<file path="src/hdl/aat_pkg.sv">
`default_nettype none

package aat_pkg;

	localparam int COORD_WIDTH = 32;
	localparam int MATRIX_ENTRY_WIDTH = 20;
	localparam int FRAC_BITS = 16;
	localparam int AXES = 3;

	localparam int ROW_WIDTH = AXES * MATRIX_ENTRY_WIDTH;
	localparam int CFG_DATA_WIDTH = (ROW_WIDTH > COORD_WIDTH) ? ROW_WIDTH : COORD_WIDTH;
	localparam int CFG_INDEX_WIDTH = 3;

	localparam int SUM_WIDTH = COORD_WIDTH + 1;
	localparam int EXT_WIDTH = COORD_WIDTH;
	localparam int PROD_C_WIDTH = SUM_WIDTH + MATRIX_ENTRY_WIDTH;
	localparam int PROD_E_WIDTH = EXT_WIDTH + MATRIX_ENTRY_WIDTH;
	localparam int ACC_C_WIDTH = PROD_C_WIDTH + 2;
	localparam int ACC_E_WIDTH = PROD_E_WIDTH + 2;
	localparam int RND_WIDTH = ACC_C_WIDTH + 1;
	localparam int SCL_WIDTH = RND_WIDTH - FRAC_BITS - 1;
	localparam int PRE_WIDTH = ((SCL_WIDTH > COORD_WIDTH) ? SCL_WIDTH : COORD_WIDTH) + 1;

	typedef logic signed [COORD_WIDTH-1:0] coord_t;
	typedef logic signed [MATRIX_ENTRY_WIDTH-1:0] entry_t;
	typedef logic signed [SUM_WIDTH-1:0] sum_t;
	typedef logic [EXT_WIDTH-1:0] ext_t;
	typedef logic signed [ACC_C_WIDTH-1:0] acc_c_t;
	typedef logic [ACC_E_WIDTH-1:0] acc_e_t;
	typedef logic signed [SCL_WIDTH-1:0] scl_t;
	typedef logic [ROW_WIDTH-1:0] row_t;

	typedef enum logic [CFG_INDEX_WIDTH-1:0] {
		REG_ROW_X   = 3'd0,
		REG_ROW_Y   = 3'd1,
		REG_ROW_Z   = 3'd2,
		REG_SHIFT_X = 3'd3,
		REG_SHIFT_Y = 3'd4,
		REG_SHIFT_Z = 3'd5
	} cfg_reg_t;

	typedef struct packed {
		logic s1;
		logic s2;
		logic s3;
		logic s4;
		logic s5;
	} stage_en_t;

	localparam entry_t MAT_ONE = MATRIX_ENTRY_WIDTH'(1 << FRAC_BITS);
	localparam logic signed [RND_WIDTH-1:0] ROUND_BIAS = RND_WIDTH'(1 << FRAC_BITS);
	localparam logic signed [PRE_WIDTH-1:0] PRE_MAX =
		PRE_WIDTH'({1'b0, {(COORD_WIDTH-1){1'b1}}});
	localparam logic signed [PRE_WIDTH-1:0] PRE_MIN = ~PRE_MAX;

endpackage

`default_nettype wire

</file>
<file path="src/hdl/aat_prep.sv">
`default_nettype none

module aat_prep
	import aat_pkg::*;
(
	input  wire logic   clk,
	input  wire logic   en,
	input  wire coord_t lo [AXES],
	input  wire coord_t hi [AXES],
	output sum_t        sum_s1 [AXES],
	output ext_t        ext_s1 [AXES]
);

	sum_t sum_d [AXES];
	ext_t ext_d [AXES];

	always_comb begin
		sum_t diff;
		sum_t mag;
		diff = '0;
		mag = '0;
		for (int j = 0; j < AXES; j++) begin
			sum_d[j] = SUM_WIDTH'(lo[j]) + SUM_WIDTH'(hi[j]);
			diff = SUM_WIDTH'(hi[j]) - SUM_WIDTH'(lo[j]);
			mag = (diff < 0) ? -diff : diff;
			ext_d[j] = mag[EXT_WIDTH-1:0];
		end
	end

	always_ff @(posedge clk) begin
		if (en) begin
			sum_s1 <= sum_d;
			ext_s1 <= ext_d;
		end
	end

endmodule

`default_nettype wire

</file>
<file path="config.mk">
export PLATFORM = sky130hd
export DESIGN_NAME = aat_prep
export DESIGN_NICKNAME = d
export VERILOG_FILES = /design/src/hdl/aat_pkg.sv /design/src/hdl/aat_prep.sv
export SDC_FILE = /design/constraint.sdc
export NUM_CORES = 1
export LEC_CHECK = 0
export BUFFER_PORTS_ARGS = -buffer_cell sky130_fd_sc_hd__clkbuf_2
export CORE_ASPECT_RATIO = 2
export CORE_MARGIN = 5
export CORE_UTILIZATION = 26
export CTS_CLUSTER_DIAMETER = 200
export CTS_CLUSTER_SIZE = 12
export DETAILED_ROUTE_END_ITERATION = 10
export PLACE_DENSITY = 0.41
export SYNTH_ARGS = -nofsm -noshare
export SYNTH_HDL_FRONTEND = slang
export SYNTH_SLANG_ARGS = --single-unit
</file>
<file path="constraint.sdc">
create_clock -name clk -period 10.39 [get_ports clk]
set_input_delay 2.5975 -clock clk [delete_from_list [all_inputs] [get_ports clk]]
set_output_delay 2.5975 -clock clk [all_outputs]
set_load 0.1 [all_outputs]
</file>
==> qor.txt <==
TritonCTS Buffers: 17
Synth top area share: 0.3162
worst-margin pin slew: 1080 ps
Synth async-reset ratio: 0
critical path type: in2reg
global-route wire length before repair: 101,600 µm
core area: 69,590 µm²
period utilization: 0.6157
DR vias/cell: 4.995
final setup margin: 3993 ps
total number of vias: 16,390
GPL Wtd Cong: 0.9008
hold path cells: 3
IO Pins: 389
CTS HTree Levels: 4
initial antenna violation count: 7
syn_nets: 2,425
startpoint types: primary input
final core occ: 0.3104
Syn Area/Cell: 8.983 µm²
die area: 75,850 µm²
DP Worst Slack: 3468 ps
DR pass1 iterations: 5
final hold viol count: 0
DRC: 0
clk sink count: 192
register area share after synthesis: 0.3162
Die W: 197.3 µm
area grow syn2layout: 18.46%
maximum VDD drop: 0.1360 mV
largest cells by area after synthesis: edfxtp_1, ha_1, xnor2_1
post-CTS sizing: 0
Clock Tree Root: clkbuf_16
CP max-delay cell: o31ai_1
vias in the first global route: 17,010
Final Setup Violations: 0
synthesized instance count: 2,030
slew margin rel.: 0.2686
Post-DRT Antenna Nets: 0
CTS Hold Bufs: 0
endpoint class of the critical path: flop
Post-CTS Setup Bufs: 0
clk slew on worst S/H paths: 80 ps
NumNets Final: 2,758
Port Buffers: 388
number of synthesized flops with an enable pin: 192
Worst Hold Class: in2reg
CTS Buffer Depth: 2
CP peak stage delay: 660 ps
largest net degree at the start of global routing: 92
Post-DP HPWL: 57,530 µm
CTS tree: done
Power, Total: 4.125 mW
max frequency: 156.3 MHz
area leader, netlist: edfxtp_1
GRT Total Usage: 0.1763
Worst Hold Endpoint: sum_s1[32]
Max Cap Viol: 0
grt ovf: 0
PD cells: 191.0 nW/µm²
fin crit period: 6397 ps
Pleak: 9.405 nW
routed len/inst: 21.07 µm
Post-Syn Area: 18,230 µm²
Top FF cell, synth: edfxtp_1
YS warnings: 0
Iter 0 DRT Violations: 698
Die Span Y: 384.5 µm
synthesized flop and latch total: 192
setup_tns: 0 ps
initial core utilization: 0.2620
FP Rows: 137
CP cell instances: clkbuf_2 -> inv_1 -> ha_1 -> nor2b_1 -> o31ai_1 -> a21oi_2 -> o31a_1 -> xnor2_1 -> nand3_1 -> nand3b_1 -> nor3_1 -> and3_1 -> nor2b_1 -> a31oi_1 -> xnor2_1
Hold Startpoint: hi[31]
Critical Path Fanout Max: 6
worst hold margin: 2573 ps
Critical Path RT: 10,630 ps
status: complete, no violations
FILL cells: 7,503
Slew Viols, Final: 0
final WL: 69,120 µm
RSZ-0062 raised after global routing: no
layout cells sized above 1: 0.2045
Crit path arrival time: 6630 ps
synth unique cells: 107
==> final cells by class <==
class,count,area (µm²),share of cell area
antenna,2,5.005,0.0002317
clock buffer,17,425.4,0.01969
clock inverter,15,152.6,0.007066
inverter,210,788.3,0.03649
multi-input combinational,1547,11330,0.5246
sequential,192,5766,0.2669
tap,903,1130,0.05230
timing repair buffer,395,2003,0.09273
==> worst max path at each step <==
stage	cells past startpoint	end	start
5_1_grt	17	ext_s1[63]	hi[32]
3_3_place_gp	15	ext_s1[90]	lo[65]
4_1_cts	15	ext_s1[90]	lo[65]
3_5_place_dp	15	ext_s1[90]	lo[65]
6_report	15	ext_s1[90]	lo[65]
2_1_floorplan	16	ext_s1[31]	hi[0]
==> metrics by stage <==
step	instance area, µm²	instances
floorplan	18240	2030
global placement	21020	3247
detailed placement	21020	3247
CTS	21600	3279
global route	21600	3279
finish	21600	3281
==> synthesized netlist by cell type (15+ instances only) <==
library cell	number
xnor2_1	181
and3_1	20
nand2b_1	15
a211oi_1	19
o21a_1	20
buf_2	21
nand4_1	15
nor3_1	49
o21ai_0	87
a21oi_1	205
clkbuf_1	52
a21o_1	53
nor2b_1	21
o31ai_1	26
o21bai_1	56
xor2_1	45
inv_1	206
nand3_1	29
ha_1	195
edfxtp_1	192
nor2_1	163
a31oi_1	22
nand2_1	83
==> layer usage <==
layer | track usage | up-vias | wire [µm]
li1 | - | 7945 | -
met1 | 0.1766 | 7869 | 25110
met5 | 0 | - | 27
met4 | 0.07119 | 4 | 2390
met2 | 0.3331 | 480 | 36580
met3 | 0.05460 | 91 | 5009
==> logic make-up (layout without fill, tap and decap cells) <==
logic type / after synthesis / in the layout / share of synthesized area
and+or+nand+nor: 493 / 493 / 0.1406
buffers and inverters: 291 / 637 / 0.06278
adders and majority gates: 201 / 201 / 0.1404
xor gates and xnor gates: 227 / 227 / 0.1094
muxes: 12 / 12 / 0.006862
DFF: 192 / 192 / 0.3162
AOI/OAI and AO/OA: 614 / 614 / 0.2238
other: 0 / 2 / 0
==> placed cells by master (no fill, tap or decap), types with 21 or more instances in the layout <==
| cell | count |
|---|---|
| o31ai_1 | 26 |
| a31oi_1 | 22 |
| a21oi_1 | 205 |
| nand3_1 | 29 |
| nor2_1 | 163 |
| nand2_1 | 83 |
| xnor2_1 | 181 |
| edfxtp_1 | 192 |
| o21ai_0 | 87 |
| a21o_1 | 53 |
| nor3_1 | 49 |
| xor2_1 | 45 |
| clkbuf_2 | 387 |
| ha_1 | 195 |
| inv_1 | 206 |
| o21bai_1 | 56 |
| nor2b_1 | 21 |
==> worst max-delay path, delay by kind of cell <==
kind	cells	cell delay, ps
and+or+nand+nor	6	1590
adders and majority gates	1	320
AOI/OAI and AO/OA	4	1390
xor gates and xnor gates	2	560
buffers and inverters	2	190
==> state kept, by name, summed over array words and instances (netlist names) <==
| signal | flops |
|---|---|
| ext_s1 | 95 |
| sum_s1 | 97 |
==> power by group <==
group	switching, mW	internal [mW]
registers	0.0664	1.06
clock network	0.379	0.339
logic	1.79	0.485
total	2.24	1.89
Power figures use the tool's default switching activity.
