`config.mk`:
```
export PLATFORM = sky130hd
export DESIGN_NAME = aat_fin
export DESIGN_NICKNAME = d
export VERILOG_FILES = /design/src/hdl/aat_pkg.sv /design/src/hdl/aat_fin.sv
export SDC_FILE = /design/constraint.sdc
export NUM_CORES = 1
export LEC_CHECK = 0
export BUFFER_PORTS_ARGS = -buffer_cell sky130_fd_sc_hd__buf_4
export CAP_MARGIN = 15
export CORE_MARGIN = 3
export CORE_UTILIZATION = 46
export CTS_CLUSTER_SIZE = 14
export DETAILED_ROUTE_END_ITERATION = 10
export GPL_TIMING_DRIVEN = 0
export PLACE_DENSITY = 0.63
export REMOVE_ABC_BUFFERS = 1
export SLEW_MARGIN = 20
export SYNTH_ARGS = -nofsm -noshare
export SYNTH_HDL_FRONTEND = slang
export SYNTH_SLANG_ARGS = --single-unit
```
`constraint.sdc`:
```
create_clock -name clk -period 9.5 [get_ports clk]
set_input_delay 1.9 -clock clk [delete_from_list [all_inputs] [get_ports clk]]
set_output_delay 1.9 -clock clk [all_outputs]
set_load 0.05 [all_outputs]
```
`src/hdl/aat_pkg.sv`:
```
`default_nettype none

package aat_pkg;

	localparam int COORD_WIDTH = 32;
	localparam int MATRIX_ENTRY_WIDTH = 20;
	localparam int FRAC_BITS = 16;
	localparam int AXES = 3;

	localparam int ROW_WIDTH = AXES * MATRIX_ENTRY_WIDTH;
	localparam int CFG_DATA_WIDTH = (ROW_WIDTH > COORD_WIDTH) ? ROW_WIDTH : COORD_WIDTH;
	localparam int CFG_INDEX_WIDTH = 3;

	localparam int SUM_WIDTH = COORD_WIDTH + 1;
	localparam int EXT_WIDTH = COORD_WIDTH;
	localparam int PROD_C_WIDTH = SUM_WIDTH + MATRIX_ENTRY_WIDTH;
	localparam int PROD_E_WIDTH = EXT_WIDTH + MATRIX_ENTRY_WIDTH;
	localparam int ACC_C_WIDTH = PROD_C_WIDTH + 2;
	localparam int ACC_E_WIDTH = PROD_E_WIDTH + 2;
	localparam int RND_WIDTH = ACC_C_WIDTH + 1;
	localparam int SCL_WIDTH = RND_WIDTH - FRAC_BITS - 1;
	localparam int PRE_WIDTH = ((SCL_WIDTH > COORD_WIDTH) ? SCL_WIDTH : COORD_WIDTH) + 1;

	typedef logic signed [COORD_WIDTH-1:0] coord_t;
	typedef logic signed [MATRIX_ENTRY_WIDTH-1:0] entry_t;
	typedef logic signed [SUM_WIDTH-1:0] sum_t;
	typedef logic [EXT_WIDTH-1:0] ext_t;
	typedef logic signed [ACC_C_WIDTH-1:0] acc_c_t;
	typedef logic [ACC_E_WIDTH-1:0] acc_e_t;
	typedef logic signed [SCL_WIDTH-1:0] scl_t;
	typedef logic [ROW_WIDTH-1:0] row_t;

	typedef enum logic [CFG_INDEX_WIDTH-1:0] {
		REG_ROW_X   = 3'd0,
		REG_ROW_Y   = 3'd1,
		REG_ROW_Z   = 3'd2,
		REG_SHIFT_X = 3'd3,
		REG_SHIFT_Y = 3'd4,
		REG_SHIFT_Z = 3'd5
	} cfg_reg_t;

	typedef struct packed {
		logic s1;
		logic s2;
		logic s3;
		logic s4;
		logic s5;
	} stage_en_t;

	localparam entry_t MAT_ONE = MATRIX_ENTRY_WIDTH'(1 << FRAC_BITS);
	localparam logic signed [RND_WIDTH-1:0] ROUND_BIAS = RND_WIDTH'(1 << FRAC_BITS);
	localparam logic signed [PRE_WIDTH-1:0] PRE_MAX =
		PRE_WIDTH'({1'b0, {(COORD_WIDTH-1){1'b1}}});
	localparam logic signed [PRE_WIDTH-1:0] PRE_MIN = ~PRE_MAX;

endpackage

`default_nettype wire

```
`src/hdl/aat_fin.sv`:
```
`default_nettype none

module aat_fin
	import aat_pkg::*;
(
	input  wire logic      clk,
	input  wire stage_en_t en,
	input  wire acc_c_t    acc_c_s3,
	input  wire acc_e_t    acc_e_s3,
	input  wire coord_t    shift,
	output coord_t         lo_s5,
	output coord_t         hi_s5,
	output logic           clip_s5
);

	logic signed [RND_WIDTH-1:0] c_ext;
	logic signed [RND_WIDTH-1:0] e_ext;
	logic signed [RND_WIDTH-1:0] hi_sum;
	logic signed [RND_WIDTH-1:0] lo_sum;
	scl_t scl_hi_s4;
	scl_t scl_lo_s4;
	logic signed [PRE_WIDTH-1:0] pre_hi;
	logic signed [PRE_WIDTH-1:0] pre_lo;
	logic hi_over, hi_under, lo_over, lo_under;

	assign c_ext = RND_WIDTH'(acc_c_s3);
	assign e_ext = $signed(RND_WIDTH'(acc_e_s3));
	assign hi_sum = c_ext + e_ext + ROUND_BIAS;
	assign lo_sum = c_ext - e_ext + ROUND_BIAS;

	always_ff @(posedge clk) begin
		if (en.s4) begin
			scl_hi_s4 <= hi_sum[RND_WIDTH-1:FRAC_BITS+1];
			scl_lo_s4 <= lo_sum[RND_WIDTH-1:FRAC_BITS+1];
		end
	end

	assign pre_hi = PRE_WIDTH'(scl_hi_s4) + PRE_WIDTH'(shift);
	assign pre_lo = PRE_WIDTH'(scl_lo_s4) + PRE_WIDTH'(shift);
	assign hi_over = pre_hi > PRE_MAX;
	assign hi_under = pre_hi < PRE_MIN;
	assign lo_over = pre_lo > PRE_MAX;
	assign lo_under = pre_lo < PRE_MIN;

	always_ff @(posedge clk) begin
		if (en.s5) begin
			hi_s5 <= hi_over ? PRE_MAX[COORD_WIDTH-1:0] :
				hi_under ? PRE_MIN[COORD_WIDTH-1:0] : pre_hi[COORD_WIDTH-1:0];
			lo_s5 <= lo_over ? PRE_MAX[COORD_WIDTH-1:0] :
				lo_under ? PRE_MIN[COORD_WIDTH-1:0] : pre_lo[COORD_WIDTH-1:0];
			clip_s5 <= hi_over | hi_under | lo_over | lo_under;
		end
	end

endmodule

`default_nettype wire
```
==> impl_metrics.py <==
metrics = {
    "logic_synthesis": {
        "synth-seq-cells": 143,
        "synth_top_area_cell": "edfxtp_1",
        "synth-edff-count": 143,
        "netlist-cell-type-count": 77,
        "async_flop_share": 0,
        "synth_top_flop_cell": "edfxtp_1",
        "yosysSeqAreaShare": 0.278,
        "synthTopCellsByArea": "edfxtp_1 (28%), ha_1 (23%), a21o_1 (6.3%)",
        "synth_top_area_share": 0.278,
        "syn_avg_cell_area_um2": 9.21,
        "synth.most_common_cell": "ha_1",
        "synth_area_mm2": 0.0154,
        "ys_warn_count": 0,
        "syn_inst": 1676,
        "synth.top_cells.by_count": "ha_1 (290), a21oi_1 (153), inv_1 (150)",
    },
    "setup_path": {
        "path_delay_family": "compound AO/OA/AOI/OAI gates",
        "crit_fanout": 29,
        "max_stage_delay_ps": 750,
        "required_ps": 9790,
        "critPathKind": "input pin to flip-flop",
        "crit_path_end_kind": "flip-flop",
        "critPathSlowestCell": "or2_1",
        "start_kind": "input pin",
        "cp_num_buf_inv": 1,
        "path_cells": "buf_4, ha_1, fa_1, a21oi_1, o211a_1, o2111ai_2, a2111oi_2, o21bai_2, a21oi_2, o211ai_2, nor4_1, nor4b_4, or2_1, o21a_1",
        "worstPathArrival_ps": 5960,
    },
    "timing": {
        "drv_slew": 0,
        "worst_hold_slack_ps": 674,
        "finClkSkew_ps": 12.2,
        "finalCritPeriodShare": 0.597,
        "finalHoldViolations": 0,
        "period_minus_slack_ps": 5670,
        "fmax_mhz": 176,
        "fin_ws_ps": 3830,
        "worstMarginPinSlew_ps": 979,
        "max-slew-margin-rel": 0.347,
        "rsz0062_at_grt": "false",
        "setup_viol": 0,
        "tns_ps": 0,
    },
    "route": {
        "wire_per_inst_um": 17.0,
        "drtAntennaViolNets": 0,
        "vias": 12900,
        "avgViaCountPerCell": 5.55,
        "drt_iter0_markers": 833,
        "drt-pass1-iter-count": 5,
        "route.detailed.drc": 0,
        "finalWirelength_um": 39400,
    },
    "power_and_ir_drop": {
        "p_sw_w": 0.00139,
        "p_leak_nw": 8.51,
        "swShare": 0.410,
        "total_power_w": 0.00340,
        "p_comb_frac": 0.519,
        "intPower_w": 0.00201,
        "p_clk_frac": 0.207,
        "vdd_drop_max_mv": 0.113,
        "power_density_mw_per_mm2": 188,
        "seqPwrFrac": 0.274,
    },
    "cts": {
        "clock_sinks": 143,
        "ctsLongestPathBuffers": 2,
        "clk_pin_slew_worst_paths_ps": 60,
        "cts_resized": 0,
        "clock_latency_ps": 430,
        "numCtsBuffers": 17,
        "cts_hold_buf": 0,
        "cts_tree": "done",
        "cts_setup_buffers": 0,
        "h-tree-depth": 4,
        "cts_root_buf": "clkbuf_16",
    },
    "floorplanning": {
        "die_h_um": 189,
        "rows": 66,
        "die_area_mm2": 0.0358,
        "core_area_mm2": 0.0328,
        "die_w_um": 189,
        "start_util": 0.471,
        "pin_count": 212,
    },
    "global_route": {
        "grt_pass1_vias": 12100,
        "grt-ovfl-total": 0,
        "grt_pass1_wl_um": 62600,
        "grt_max_degree": 79,
        "antenna_found_initial": 0,
        "track_usage": 0.217,
    },
    "placement": {
        "pre_cts_slack_ps": 3410,
        "port_buffers": 208,
        "place_congestion": 0.894,
        "dp_hpwl_um": 33200,
    },
    "status": {
        "status": "complete, no violations",
    },
    "layout": {
        "fillerInstances": 3034,
        "diodes": 0,
        "area_growth_pct": 17.1,
        "fin_nets": 2311,
        "drive_gt1_frac": 0.143,
    },
    "min_path": {
        "hold_class": "flip-flop to flip-flop",
    },
    "job": {
        "maxCapViolations": 0,
    },
}
## worst register-to-register path, cell delays in order, from the launching register on
cell and delay (ps):
edfxtp_1 440, ha_1 240, fa_1 410, a21oi_1 260, o211a_1 240, o2111ai_2 190, a2111oi_2 470, o21bai_2 180
a21oi_2 260, o211ai_2 140, nor4_1 270, nor4b_4 320, or2_1 750, o21a_1 250
## kinds of logic (layout without fill, tap and decap cells)
logic type	after synthesis	in the layout	share of synthesized area
flops	143	143	0.278
mux	4	4	0.00267
fa+ha+maj	292	292	0.238
buf+inv	183	391	0.0466
simple gates	361	361	0.116
xor+xnor	127	127	0.0730
compound gates	566	566	0.246
## cell type report
cell class / count / area [µm²] / area share
multi-input cells: 1350 / 10500 / 0.578
flip-flops and latches: 143 / 4290 / 0.237
repair buffers: 210 / 1600 / 0.0885
inverters: 150 / 563 / 0.0311
well taps: 442 / 553 / 0.0306
clock buffers: 18 / 429 / 0.0237
clock inverters: 13 / 190 / 0.0105
## placed cells by master, fill, tap and decap left out, drive strengths merged, types with 11 or more instances in the layout
cell type,synthesis,final
xor2,40,40
a211oi,21,21
edfxtp,143,143
o21a,45,45
inv,150,151
and2,15,15
clkbuf,22,18
ha,290,290
xnor2,87,87
a21oi,156,156
nor2,102,102
a2111oi,12,12
o21bai,28,28
and3,12,12
nand4,28,28
a31oi,14,14
nand3,29,29
a21o,129,129
o211ai,25,25
nor3,24,24
or3,11,11
o21ai,80,80
buf,11,210
nand2,84,84
nand2b,11,11
nor2b,17,17
## metrics by stage
step / instances / util / cell area (µm²)
finish: 2326 / 0.552 / 18100
global route: 2326 / 0.552 / 18100
CTS: 2326 / 0.552 / 18100
detailed placement: 2295 / 0.533 / 17500
global placement: 2293 / 0.531 / 17400
floorplan: 1643 / - / 15300
## registers in the layout, summed over array words and instances, names as in the netlist
name and count:
scl_hi_s4 39, clip_s5 1, hi_s5 32, scl_lo_s4 39, lo_s5 32
## power by group through the flow
stage          clock [W]  sequential, W  combinational, W
4_1_cts         0.000718       0.000933           0.00176
6_report        0.000704       0.000933           0.00177
2_1_floorplan          0        0.00111           0.00109
3_5_place_dp           0       0.000946           0.00175
5_1_grt         0.000744       0.000944           0.00195
3_3_place_gp           0       0.000945           0.00172
## metal layers
metal / global-route usage / vias to the layer above / wire length (µm)
met4: 0.0654 / 0 / 823
met5: 0 / - / 0
li1: - / 6611 / -
met3: 0.0267 / 41 / 2250
met2: 0.321 / 381 / 16300
met1: 0.329 / 5880 / 20000
## final timing paths
kind	slack, ps	startpoint	depth (start not counted)	endpoint
worst max-delay path	3830	shift[0]	14	hi_s5[6]
worst min-delay path	670	scl_lo_s4[0]	2	lo_s5[0]
worst max register to register	4970	scl_hi_s4[0]	13	hi_s5[6]
worst min register to register	670	scl_lo_s4[0]	2	lo_s5[0]
Note: power is estimated with default switching activity, not from simulation.
